$ cat src/rtl/silence_run_remover_core_macros.svh
// ----------------------------------------------------------------------------
// Assertion macros for the silence run remover core
// Shared property forms; each expands to one labeled concurrent assertion.
// ----------------------------------------------------------------------------
`ifndef SILENCE_RUN_REMOVER_CORE_MACROS_SVH
`define SILENCE_RUN_REMOVER_CORE_MACROS_SVH

// Same-cycle implication, checked out of reset
`define SRR_ASSERT_NOW(label, ante, cons) \
    label: assert property (@(posedge clk) disable iff (!rst_n) (ante) |-> (cons)) \
        else $error("srr: same-cycle check failed");

// Next-cycle implication, checked out of reset
`define SRR_ASSERT_NEXT(label, ante, cons) \
    label: assert property (@(posedge clk) disable iff (!rst_n) (ante) |=> (cons)) \
        else $error("srr: next-cycle check failed");

`endif

$ cat src/rtl/srr_pkg.sv
// ----------------------------------------------------------------------------
// srr_pkg
// Shared constants, types and codes for the silence run remover.
// ----------------------------------------------------------------------------
package srr_pkg;

    // Run limits and held-sample store geometry
    localparam int MAX_RUN    = 64;
    localparam int HELD_DEPTH = MAX_RUN - 1;
    localparam int HELD_AW    = $clog2(HELD_DEPTH);
    localparam int CNT_W      = $clog2(MAX_RUN + 1);

    // Field widths
    localparam int SAMPLE_W   = 16;
    localparam int LEVEL_W    = 15;
    localparam int MINLEN_W   = 7;
    localparam int CFG_IDX_W  = 2;
    localparam int CFG_DATA_W = 15;

    // Register indexes
    typedef logic [CFG_IDX_W-1:0] cfg_index_t;
    localparam cfg_index_t CFG_SILENCE_LEVEL      = 2'd0;
    localparam cfg_index_t CFG_MIN_SILENCE_LENGTH = 2'd1;

    // Register reset values
    localparam logic [LEVEL_W-1:0]  LEVEL_RST  = '0;
    localparam logic [MINLEN_W-1:0] MINLEN_RST = 7'd8;

    // Sequencer states
    typedef enum logic [1:0] {
        ST_IDLE,
        ST_HELD,
        ST_TAIL
    } srr_state_t;

    // Write port of the held-sample store
    typedef struct packed {
        logic                       en;
        logic [HELD_AW-1:0]         addr;
        logic signed [SAMPLE_W-1:0] data;
    } held_wr_t;

endpackage

$ cat src/rtl/srr_held_mem.sv
// ----------------------------------------------------------------------------
// srr_held_mem
// Held-sample store: one write port, one registered read port, with a
// bypass so a read of the entry written at the same edge returns new data.
// ----------------------------------------------------------------------------
module srr_held_mem (
    input  logic                                        clk,
    input  srr_pkg::held_wr_t                           wr,
    input  logic [srr_pkg::HELD_AW-1:0]                 rd_addr,
    output logic signed [srr_pkg::SAMPLE_W-1:0]         rd_data
);
    import srr_pkg::*;

    logic signed [SAMPLE_W-1:0] held_mem [HELD_DEPTH];
    logic signed [SAMPLE_W-1:0] rd_q_reg;
    logic signed [SAMPLE_W-1:0] byp_data_reg;
    logic                       byp_reg;

    // Write the array
    always_ff @(posedge clk)
    begin
        if (wr.en)
        begin
            held_mem[wr.addr] <= wr.data;
        end
    end

    // Read the array, note a same-entry write for forwarding
    always_ff @(posedge clk)
    begin
        rd_q_reg     <= held_mem[rd_addr];
        byp_reg      <= wr.en && (wr.addr == rd_addr);
        byp_data_reg <= wr.data;
    end

    assign rd_data = byp_reg ? byp_data_reg : rd_q_reg;

endmodule

$ cat src/rtl/silence_run_remover_core.sv
// ----------------------------------------------------------------------------
// silence_run_remover_core
// Drops silent runs that reach the minimum length; re-emits shorter runs.
// ----------------------------------------------------------------------------
// Flow: silent words are taken while the sequencer is idle; a run end with nothing
//   held waits in the tail state while the output reg is held; a flush emits the held
//   samples, then a loud word behind them, paced by the single read port of the store;
//   input stalls meanwhile. Flushed samples pass the store's read reg first.
// Reset: clears sequencer, run count and output valid; registers go to level 0
//   and minimum length 8. The sample store is not cleared.
`include "silence_run_remover_core_macros.svh"

module silence_run_remover_core (
    input  logic                                    clk,
    input  logic                                    rst_n,
    // Configuration write channel
    input  logic                                    cfg_valid,
    output logic                                    cfg_ready,
    input  logic [srr_pkg::CFG_IDX_W-1:0]           cfg_index,
    input  logic [srr_pkg::CFG_DATA_W-1:0]          cfg_data,
    // Input channel
    input  logic                                    in_valid,
    output logic                                    in_ready,
    input  logic signed [srr_pkg::SAMPLE_W-1:0]     sample,
    input  logic                                    stream_last,
    // Output channel
    output logic                                    out_valid,
    input  logic                                    out_ready,
    output logic signed [srr_pkg::SAMPLE_W-1:0]     out_sample,
    output logic                                    has_sample,
    output logic                                    run_last,
    output logic                                    stream_end
);
    import srr_pkg::*;

    // Configuration registers
    logic [LEVEL_W-1:0]         level_reg;
    logic [MINLEN_W-1:0]        min_len_reg;

    // Sequencer and run state
    srr_state_t                 state_reg, state_next;
    logic [CNT_W-1:0]           count_reg, count_next;
    logic [HELD_AW-1:0]         idx_reg, idx_next;
    logic [HELD_AW-1:0]         held_cnt_reg, held_cnt_next;
    logic                       loud_reg, loud_next;
    logic                       last_reg, last_next;
    logic signed [SAMPLE_W-1:0] smp_reg, smp_next;

    // Output register
    logic                       out_valid_reg, out_valid_next;
    logic signed [SAMPLE_W-1:0] out_sample_reg, out_sample_next;
    logic                       has_sample_reg, has_sample_next;
    logic                       run_last_reg, run_last_next;
    logic                       stream_end_reg, stream_end_next;

    // Combinational helpers
    logic                       in_acc;
    logic                       slot_free;
    logic [SAMPLE_W:0]          mag;
    logic                       silent;
    logic                       ends;
    logic [CNT_W-1:0]           count_inc;
    logic [CNT_W-1:0]           count_new;
    logic [MINLEN_W-1:0]        eff_min;
    logic                       emit_held;
    logic [HELD_AW-1:0]         held_n;
    logic                       last_held;
    held_wr_t                   held_wr;
    logic signed [SAMPLE_W-1:0] held_rd;

    // Configuration writes, always taken
    assign cfg_ready = 1'b1;

    always_ff @(posedge clk or negedge rst_n)
    begin
        if (!rst_n)
        begin
            level_reg   <= LEVEL_RST;
            min_len_reg <= MINLEN_RST;
        end
        else if (cfg_valid && cfg_ready)
        begin
            unique case (cfg_index)
                CFG_SILENCE_LEVEL:      level_reg   <= cfg_data[LEVEL_W-1:0];
                CFG_MIN_SILENCE_LENGTH: min_len_reg <= cfg_data[MINLEN_W-1:0];
                default: ;
            endcase
        end
    end

    // Classify the incoming word and work out the run decision
    assign in_ready  = (state_reg == ST_IDLE);
    assign in_acc    = in_valid && in_ready;
    assign slot_free = !out_valid_reg || out_ready;

    always_comb
    begin
        mag       = sample[SAMPLE_W-1] ? (SAMPLE_W+1)'(-$signed({sample[SAMPLE_W-1], sample}))
                                       : (SAMPLE_W+1)'({1'b0, sample});
        silent    = (mag <= (SAMPLE_W+1)'(level_reg));
        ends      = !silent || stream_last;
        count_inc = (count_reg < CNT_W'(MAX_RUN)) ? count_reg + CNT_W'(1) : count_reg;
        count_new = silent ? count_inc : count_reg;
        if (min_len_reg == '0)
        begin
            eff_min = MINLEN_W'(1);
        end
        else if (min_len_reg > MINLEN_W'(MAX_RUN))
        begin
            eff_min = MINLEN_W'(MAX_RUN);
        end
        else
        begin
            eff_min = min_len_reg;
        end
        emit_held = (count_new != '0) && (CNT_W'(count_new) < CNT_W'(eff_min));
        held_n    = emit_held ? count_new[HELD_AW-1:0] : '0;
        last_held = (idx_reg == held_cnt_reg - HELD_AW'(1));
    end

    // Store silent samples of the current run
    always_comb
    begin
        held_wr.en   = in_acc && silent && (count_reg < CNT_W'(HELD_DEPTH));
        held_wr.addr = count_reg[HELD_AW-1:0];
        held_wr.data = sample;
    end

    srr_held_mem u_held_mem (
        .clk     (clk),
        .wr      (held_wr),
        .rd_addr (idx_next),
        .rd_data (held_rd)
    );

    // Next state
    always_comb
    begin
        state_next = state_reg;
        unique case (state_reg)
            ST_IDLE:
            begin
                if (in_acc && ends)
                begin
                    if (held_n != '0)
                    begin
                        state_next = ST_HELD;
                    end
                    else if (!slot_free)
                    begin
                        state_next = ST_TAIL;
                    end
                end
            end
            ST_HELD:
            begin
                if (slot_free && last_held)
                begin
                    state_next = loud_reg ? ST_TAIL : ST_IDLE;
                end
            end
            ST_TAIL:
            begin
                if (slot_free)
                begin
                    state_next = ST_IDLE;
                end
            end
            default: state_next = ST_IDLE;
        endcase
    end

    // Datapath and output register loads
    always_comb
    begin
        count_next      = count_reg;
        idx_next        = idx_reg;
        held_cnt_next   = held_cnt_reg;
        loud_next       = loud_reg;
        last_next       = last_reg;
        smp_next        = smp_reg;
        out_valid_next  = out_valid_reg && !out_ready;
        out_sample_next = out_sample_reg;
        has_sample_next = has_sample_reg;
        run_last_next   = run_last_reg;
        stream_end_next = stream_end_reg;

        unique case (state_reg)
            ST_IDLE:
            begin
                if (in_acc)
                begin
                    count_next = ends ? '0 : count_new;
                    if (ends)
                    begin
                        // Capture the word that closes the run
                        idx_next      = '0;
                        held_cnt_next = held_n;
                        loud_next     = !silent;
                        last_next     = stream_last;
                        smp_next      = sample;
                        if (held_n == '0 && slot_free)
                        begin
                            out_valid_next  = 1'b1;
                            out_sample_next = silent ? '0 : sample;
                            has_sample_next = !silent;
                            run_last_next   = 1'b1;
                            stream_end_next = stream_last;
                        end
                    end
                end
            end
            ST_HELD:
            begin
                if (slot_free)
                begin
                    // Emit one held sample and advance the read pointer
                    out_valid_next  = 1'b1;
                    out_sample_next = held_rd;
                    has_sample_next = 1'b1;
                    run_last_next   = last_held && !loud_reg;
                    stream_end_next = last_held && !loud_reg && last_reg;
                    idx_next        = idx_reg + HELD_AW'(1);
                end
            end
            ST_TAIL:
            begin
                if (slot_free)
                begin
                    // Emit the loud word or the stream end marker
                    out_valid_next  = 1'b1;
                    out_sample_next = loud_reg ? smp_reg : '0;
                    has_sample_next = loud_reg;
                    run_last_next   = 1'b1;
                    stream_end_next = last_reg;
                end
            end
            default: ;
        endcase
    end

    // Control registers
    always_ff @(posedge clk or negedge rst_n)
    begin
        if (!rst_n)
        begin
            state_reg     <= ST_IDLE;
            count_reg     <= '0;
            idx_reg       <= '0;
            out_valid_reg <= 1'b0;
        end
        else
        begin
            state_reg     <= state_next;
            count_reg     <= count_next;
            idx_reg       <= idx_next;
            out_valid_reg <= out_valid_next;
        end
    end

    // Payload registers
    always_ff @(posedge clk)
    begin
        held_cnt_reg   <= held_cnt_next;
        loud_reg       <= loud_next;
        last_reg       <= last_next;
        smp_reg        <= smp_next;
        out_sample_reg <= out_sample_next;
        has_sample_reg <= has_sample_next;
        run_last_reg   <= run_last_next;
        stream_end_reg <= stream_end_next;
    end

    assign out_valid  = out_valid_reg;
    assign out_sample = out_sample_reg;
    assign has_sample = has_sample_reg;
    assign run_last   = run_last_reg;
    assign stream_end = stream_end_reg;

    // Checks
    `SRR_ASSERT_NOW(a_held_idx_in_range, state_reg == ST_HELD, idx_reg < held_cnt_reg)
    `SRR_ASSERT_NEXT(a_run_closed_clears_count, in_acc && ends, count_reg == '0)
    `SRR_ASSERT_NOW(a_stream_end_is_run_last, out_valid && stream_end, run_last)

endmodule
$ cat config.mk
export PLATFORM = sky130hd
export DESIGN_NAME = silence_run_remover_core
export DESIGN_NICKNAME = d
export VERILOG_FILES = /design/src/rtl/srr_pkg.sv /design/src/rtl/srr_held_mem.sv /design/src/rtl/silence_run_remover_core.sv
export VERILOG_INCLUDE_DIRS = /design/src /design/src/rtl
export SDC_FILE = /design/constraint.sdc
export NUM_CORES = 1
export LEC_CHECK = 0
export BUFFER_PORTS_ARGS = -buffer_cell sky130_fd_sc_hd__buf_2
export CAP_MARGIN = 20
export CELL_PAD_IN_SITES_DETAIL_PLACEMENT = 1
export CELL_PAD_IN_SITES_GLOBAL_PLACEMENT = 2
export CORE_MARGIN = 3
export CORE_UTILIZATION = 46
export CTS_CLUSTER_SIZE = 24
export DETAILED_ROUTE_END_ITERATION = 10
export PLACE_DENSITY_LB_ADDON = 0.1
export SLEW_MARGIN = 25
export SYNTH_ARGS = -nofsm -noshare
export SYNTH_HDL_FRONTEND = slang
export SYNTH_SLANG_ARGS = --single-unit
$ cat constraint.sdc
create_clock -name clk -period 6.35 [get_ports clk]
set_input_delay 0.635 -clock clk [delete_from_list [all_inputs] [get_ports clk]]
set_output_delay 0.635 -clock clk [all_outputs]
set_load 0.01 [all_outputs]
# [After elaboration in Yosys (flattened, before gate mapping)]
# Memories as Yosys holds them, arrays and structs flattened. A register that Yosys moved wholly into a read port is not among the register bits.
# Index checks and enable logic that the tools add are counted.
# W data, S select, Z words.
[classes] addsub=4 magnitude_cmp=5 eq_ne=13 mux=51 reduce_logical=31
[op_table] op="$mux W16" n=8
[op_table] op="$pmux W16 S3" n=1
[op_table] op="$mux W7" n=5
[op_table] op="$mux W6" n=4
[op_table] op="$mux W1" n=20
[op_table] op="$le A17 B15 Y1" n=1
[op_table] op="$mux W17" n=1
[op_table] op="$neg A16 Y17" n=1
[op_table] op="$eq A6 B6 Y1" n=2
[op_table] op="$mux W2" n=6
[op_table] op="$pmux W6 S2" n=1
[op_table] op="$logic_and A1 B1 Y1" n=11
[op_table] op="$pmux W1 S3" n=3
[op_table] op="$ne A2 B1 Y1 const B" n=4
[op_table] op="$add A7 B1 Y7 const B" n=1
[op_table] op="$gt A7 B7 Y1 const B" n=1
[op_table] op="$logic_not A7 Y1" n=1
[op_table] op="$lt A7 B6 Y1 const B" n=1
[op_table] op="$lt A7 B7 Y1" n=1
[op_table] op="$lt A7 B7 Y1 const B" n=1
[op_table] op="$reduce_bool A7 Y1" n=1
[op_table] op="$add A6 B1 Y6 const B" n=1
[op_table] op="$logic_not A6 Y1" n=1
[op_table] op="$ne A2 B2 Y1 const B" n=3
[op_table] op="other kinds (16)" n=24
[word_totals] register_bits=98 mem_bits_rw=1008 out_inout_bits=22 wordCells=121 memories=1
[memory_table] memory="u_held_mem.held_mem" depth=63 width=16 rd=1 rd_clocked_by_memory_dff=1 write_ports=1 line_no="srr_held_mem.sv:14" source="logic signed [SAMPLE_W-1:0] held_mem [HELD_DEPTH];"

# [Depth between registers and ports, before layout]
[logic_depth] depth_word=13 depth_mapped=24 depth_no_buf=23

# [Cells and area by module]
# A second synthesis with hierarchy kept.
[unflattened] hier_cells=2335 area_unflattened_um2=44516.4
[modules_own_cells] module="srr_held_mem" n_inst=1 cells_each=1870 area_per_inst_um2=39771.9 seq_area_each_um2=30929.7
[modules_own_cells] module="silence_run_remover_core" n_inst=1 cells_each=465 area_per_inst_um2=4744.6 seq_area_each_um2=2243.4

# [Least setup slack after synthesis]
# No wires, ideal clock.
[synth_path] kind="input-to-reg" from="in sample[7] in the netlist's numbering" to="reg has_sample_reg (netlist: has_sample), enable pin" arrival_time_ps=5554 required_ps=5949 setup_slack_ps=395 path_stages=19 n_path_buf=1 path_cell_list="or3_1 -> or4_4 -> o41ai_1 -> xnor2_1 -> ha_1 -> a21o_1 -> a21oi_1 -> o21ai_0 -> a21o_1 -> a211oi_1 -> xnor2_1 -> inv_1 -> ha_1 -> a21oi_1 -> a2111oi_0 -> a211o_1 -> buf_2 -> nor3b_1 -> a21oi_1"
[synth_via] elab_chain_cells=11 elab_cells_between_ends=15 classes_between="add/sub: 1; order compare: 2; eq/ne: 2; mux: 3; reduce/logical: 7"
[synth_lines] element="start, declared" line_no="silence_run_remover_core.sv:24" source="input logic signed [srr_pkg::SAMPLE_W-1:0] sample,"
[synth_lines] element="$neg A16 Y17" line_no="silence_run_remover_core.sv:98" source="mag = sample[SAMPLE_W-1] ? (SAMPLE_W+1)'(-$signed({sample[SAMPLE_W-1], sample}))"
[synth_lines] element="$mux W17 *" line_no="silence_run_remover_core.sv:98"
[synth_lines] element="$le A17 B15 Y1 *" line_no="silence_run_remover_core.sv:100" source="silent = (mag <= (SAMPLE_W+1)'(level_reg));"
[synth_lines] element="$mux W7" line_no="silence_run_remover_core.sv:103" source="count_new = silent ? count_inc : count_reg;"
[synth_lines] element="$lt A7 B7 Y1 / $reduce_bool A7 Y1 (equally long branches)" line_no="silence_run_remover_core.sv:116" source="emit_held = (count_new != '0) && (CNT_W'(count_new) < CNT_W'(eff_min));"
[synth_lines] element="$logic_and A1 B1 Y1" line_no="silence_run_remover_core.sv:116"
[synth_lines] element="$mux W6" line_no="silence_run_remover_core.sv:117" source="held_n = emit_held ? count_new[HELD_AW-1:0] : '0;"
[synth_lines] element="$logic_not A6 Y1" line_no="silence_run_remover_core.sv:202" source="if (held_n == '0 && slot_free)"
[synth_lines] element="$logic_and A1 B1 Y1" line_no="silence_run_remover_core.sv:202"
[synth_lines] element="$ne A2 B1 Y1 (no line)"
[synth_lines] element="$reduce_and A6 Y1 (no line) *"
[synth_lines] element="end signal, assigned" line_no="silence_run_remover_core.sv:269" source="has_sample_reg <= has_sample_next;"
[synth_lines] element="end, declared" line_no="silence_run_remover_core.sv:52" source="logic has_sample_reg, has_sample_next;"
# Every way passes the cells marked *; elsewhere a longest branch is shown, timed or not.
# A chain may end at the register's enable or synchronous reset.

# [Worst setup path in the final report]
[layout_path] from="in sample[7] in the netlist's numbering" to="reg out_sample_reg[12] (netlist: out_sample[12]), enable pin"
[layout_via] elab_chain_cells=11 elab_cells_between_ends=15 classes_between="add/sub: 1; order compare: 2; eq/ne: 2; mux: 3; reduce/logical: 7"
[layout_lines] element="$neg A16 Y17" line_no="silence_run_remover_core.sv:98"
[layout_lines] element="$mux W17 *" line_no="silence_run_remover_core.sv:98"
[layout_lines] element="$le A17 B15 Y1 *" line_no="silence_run_remover_core.sv:100"
[layout_lines] element="$mux W7" line_no="silence_run_remover_core.sv:103"
[layout_lines] element="$lt A7 B7 Y1 / $reduce_bool A7 Y1 (equally long branches)" line_no="silence_run_remover_core.sv:116"
[layout_lines] element="$logic_and A1 B1 Y1" line_no="silence_run_remover_core.sv:116"
[layout_lines] element="$mux W6" line_no="silence_run_remover_core.sv:117"
[layout_lines] element="$logic_not A6 Y1" line_no="silence_run_remover_core.sv:202"
[layout_lines] element="$logic_and A1 B1 Y1" line_no="silence_run_remover_core.sv:202"
[layout_lines] element="$ne A2 B1 Y1 (no line)"
[layout_lines] element="$reduce_and A6 Y1 (no line) *"
[layout_lines] element="end signal, assigned" line_no="silence_run_remover_core.sv:268" source="out_sample_reg <= out_sample_next;"
[layout_lines] element="end, declared" line_no="silence_run_remover_core.sv:51" source="logic signed [SAMPLE_W-1:0] out_sample_reg, out_sample_next;"
# Marks and branches as above.

==> metrics.yaml <==
status: "complete, no violations"
synth-warning-count: 0
num-fill-cells: 9437
leakage_nw: 18.7
htreeDepth: 3
antenna_found_initial: 4
synth_area_per_cell_sq_um: 14.6
first_pass_iters: 5
port_buffers: 59
ys.flop_type: "edfxtp_1"
worstSetupPathType: "input port to register"
largest_reg_flops: 1008
synth_area_leaders: "edfxtp_1 (69%), mux2i_1 (6.7%), nand2_1 (4.6%), dfrtp_1 (2.0%), nand3_1 (1.8%)"
yosys.cell_types.count: 73
cp_top_family: "compound AO/OA/AOI/OAI gates"
synth_nets: 3199
clockBufferDepth: 3
regMostFlops: "u_held_mem.held_mem"
cp_slowest_stage_delay_ns: 0.72
setup_tns_ns: 0
hp-class: "input port to async pin"
ir_worst_vdd_v: 0.000350
max_slew_margin_pct: 32.2
cts_buffers: 117
synth_top_area_share_pct: 69.2
hpwl_um: 84600
cts.clk_slew.worst_paths_ns: 0.06
route.detailed.drc: 0
dr_total_vias: 28042
rows: 114
vias_per_cell: 5.89
die-area_sq_um: 103000
cts_root_buf: "clkbuf_16"
min_period_over_period_pct: 87.2
finalMaxSlewViolations: 0
clock_latency_ns: 0.71
ios: 61
crit_required_ns: 6.67
max_freq_mhz: 181
synthToLayoutAreaGrowth_pct: 15.5
async_flop_share_pct: 3.39
p_total_mw: 24.6
cp_slowest_cell: "a21oi_2"
drive_gt1_share_pct: 16.2
ys_ff_latch: 1122
syn_inst: 3134
yosysTopAreaCell: "edfxtp_1"
fin_skew_ns: 0.0264
cp.arrival_ns: 5.85
final_cell_mix: "edfxtp_1 (1051), nand2_1 (559), mux2i_1 (304)"
grt_max_degree: 94
r2r_cells: 18
cts_tree: "done"
wl_per_cell_um: 28.8
path_max_fanout: 19
path_cells: "buf_2, or3_1, buf_12, or4_4, o41ai_1, xnor2_1, ha_1, a21o_1, a21oi_1, o21ai_0, a21o_1, a211oi_1, xnor2_1, inv_1, ha_1, a21oi_1, o21ai_0, nand2_1, a211oi_1, a211o_1, nor3b_1, buf_4, a21oi_2"
cts_setup_buffers: 0
yosysSeqAreaShare_pct: 72.7
startpoint_type: "input port"
grt_pass1_wl_um: 200000
cts.sinks: 1122
setup_viol: 0
place_area_sq_um: 49000
grt-ovfl-total: 0
track_usage_pct: 26.6
die_h_um: 321
ant_nets: 0
gp_congestion: 0.859
die_w_um: 321
holdBufCountCts: 0
nets: 3450
finalHoldViolations: 0
synthesis.area_sq_um: 45600
wl_um: 137000
worstSetupEndpointType: "register"
fin_area_sq_um: 52700
mostFrequentLayoutCell: "edfxtp_1"
synth_edf_count: 1051
worst-path-buf-inv: 4
cp.depth: 23
maxCapViolCount: 0
power.density_nw_per_um2: 467
core_area_sq_um: 97600
drtIter0Drc: 2434
first_global_vias: 28866
initial_core_util_pct: 46.8
worst_slew_pin_slew_ns: 1.02
fin_crit_ns: 5.53
rsz0062_at_grt: "false"
cts_resized: 0
==> per-stage QoR <==
| step | instances | util (%) | hold WS [ns] | worst slack (ns) |
|---|---|---|---|---|
| detailed placement | 4542 | 50.2 | 0.520 | 0.126 |
| floorplan | 3134 | - | 0.339 | 0.395 |
| global route | 4761 | 54.0 | 0.127 | 0.489 |
| CTS | 4761 | 54.0 | 0.0786 | 0.858 |
| finish | 4764 | 54.0 | 0.0730 | 0.815 |
| global placement | 4542 | 50.2 | 0.496 | 0.196 |
==> cells in the mapped netlist (all sizes together), types with 36 or more instances <==
library cell,number
a211oi,86
a31oi,36
and3,85
buf,95
clkbuf,84
dfrtp,37
edfxtp,1051
mux2,61
mux2i,304
nand2,559
nand3,162
nor2,104
nor4,37
o21ai,55
==> cells by family (layout without fill, tap and decap cells) <==
logic type	after synthesis	count (layout)	synth area share, %
compound gates	329	329	5.26
xor+xnor	36	36	0.691
fa+ha+maj	26	26	0.713
buf+inv	215	566	2.08
flops	1122	1122	72.7
mux	365	365	8.17
other cells	1	4	0.00822
simple gates	1040	1040	10.4
==> metal layers <==
metal | up-vias | track usage, % | part of all wire [%]
li1 | 12386 | - | -
met5 | - | 0 | 0
met1 | 14662 | 37.6 | 44
met4 | 0 | 6.58 | 2.1
met3 | 161 | 3.62 | 5.7
met2 | 833 | 43.8 | 48
==> layout make-up <==
class | count | area (sq um) | share of cell area [%]
Multi-Input combinational cell | 1797 | 11500 | 21.9
Clock inverter | 68 | 529 | 1.00
Sequential cell | 1122 | 33200 | 63.0
Tap cell | 1276 | 1600 | 3.03
Clock buffer | 151 | 3170 | 6.02
Inverter | 36 | 146 | 0.278
Timing Repair Buffer | 311 | 2540 | 4.82
Antenna cell | 3 | 7.51 | 0.0142
==> final timing paths <==
kind / startpoint / to / slack (ns)
max in group asynchronous: rst_n / idx_reg[4]$_DFF_PN0_ / 5.67
setup / recovery: sample[7] / out_sample[12]$_DFFE_PP_ / 0.82
min in group clk: cfg_data[7] / level_reg[7]$_DFFE_PN0P_ / 0.15
hold / removal: rst_n / out_valid$_DFF_PN0_ / 0.07
setup reg to reg: level_reg[6]$_DFFE_PN0P_ / out_sample[12]$_DFFE_PP_ / 1.64
hold reg to reg: min_len_reg[0]$_DFFE_PN0P_ / min_len_reg[0]$_DFFE_PN0P_ / 0.53
==> power breakdown <==
| group | leakage, nW | switching (mW) | total (mW) | internal, mW |
|---|---|---|---|---|
| sequential | 10.2 | 0.158 | 8.57 | 8.41 |
| combinational | 6.70 | 5.90 | 9.43 | 3.53 |
| clock | 1.82 | 2.84 | 6.62 | 3.79 |
| total | 18.7 | 8.90 | 24.6 | 15.7 |
Power figures use the tool's default switching activity.
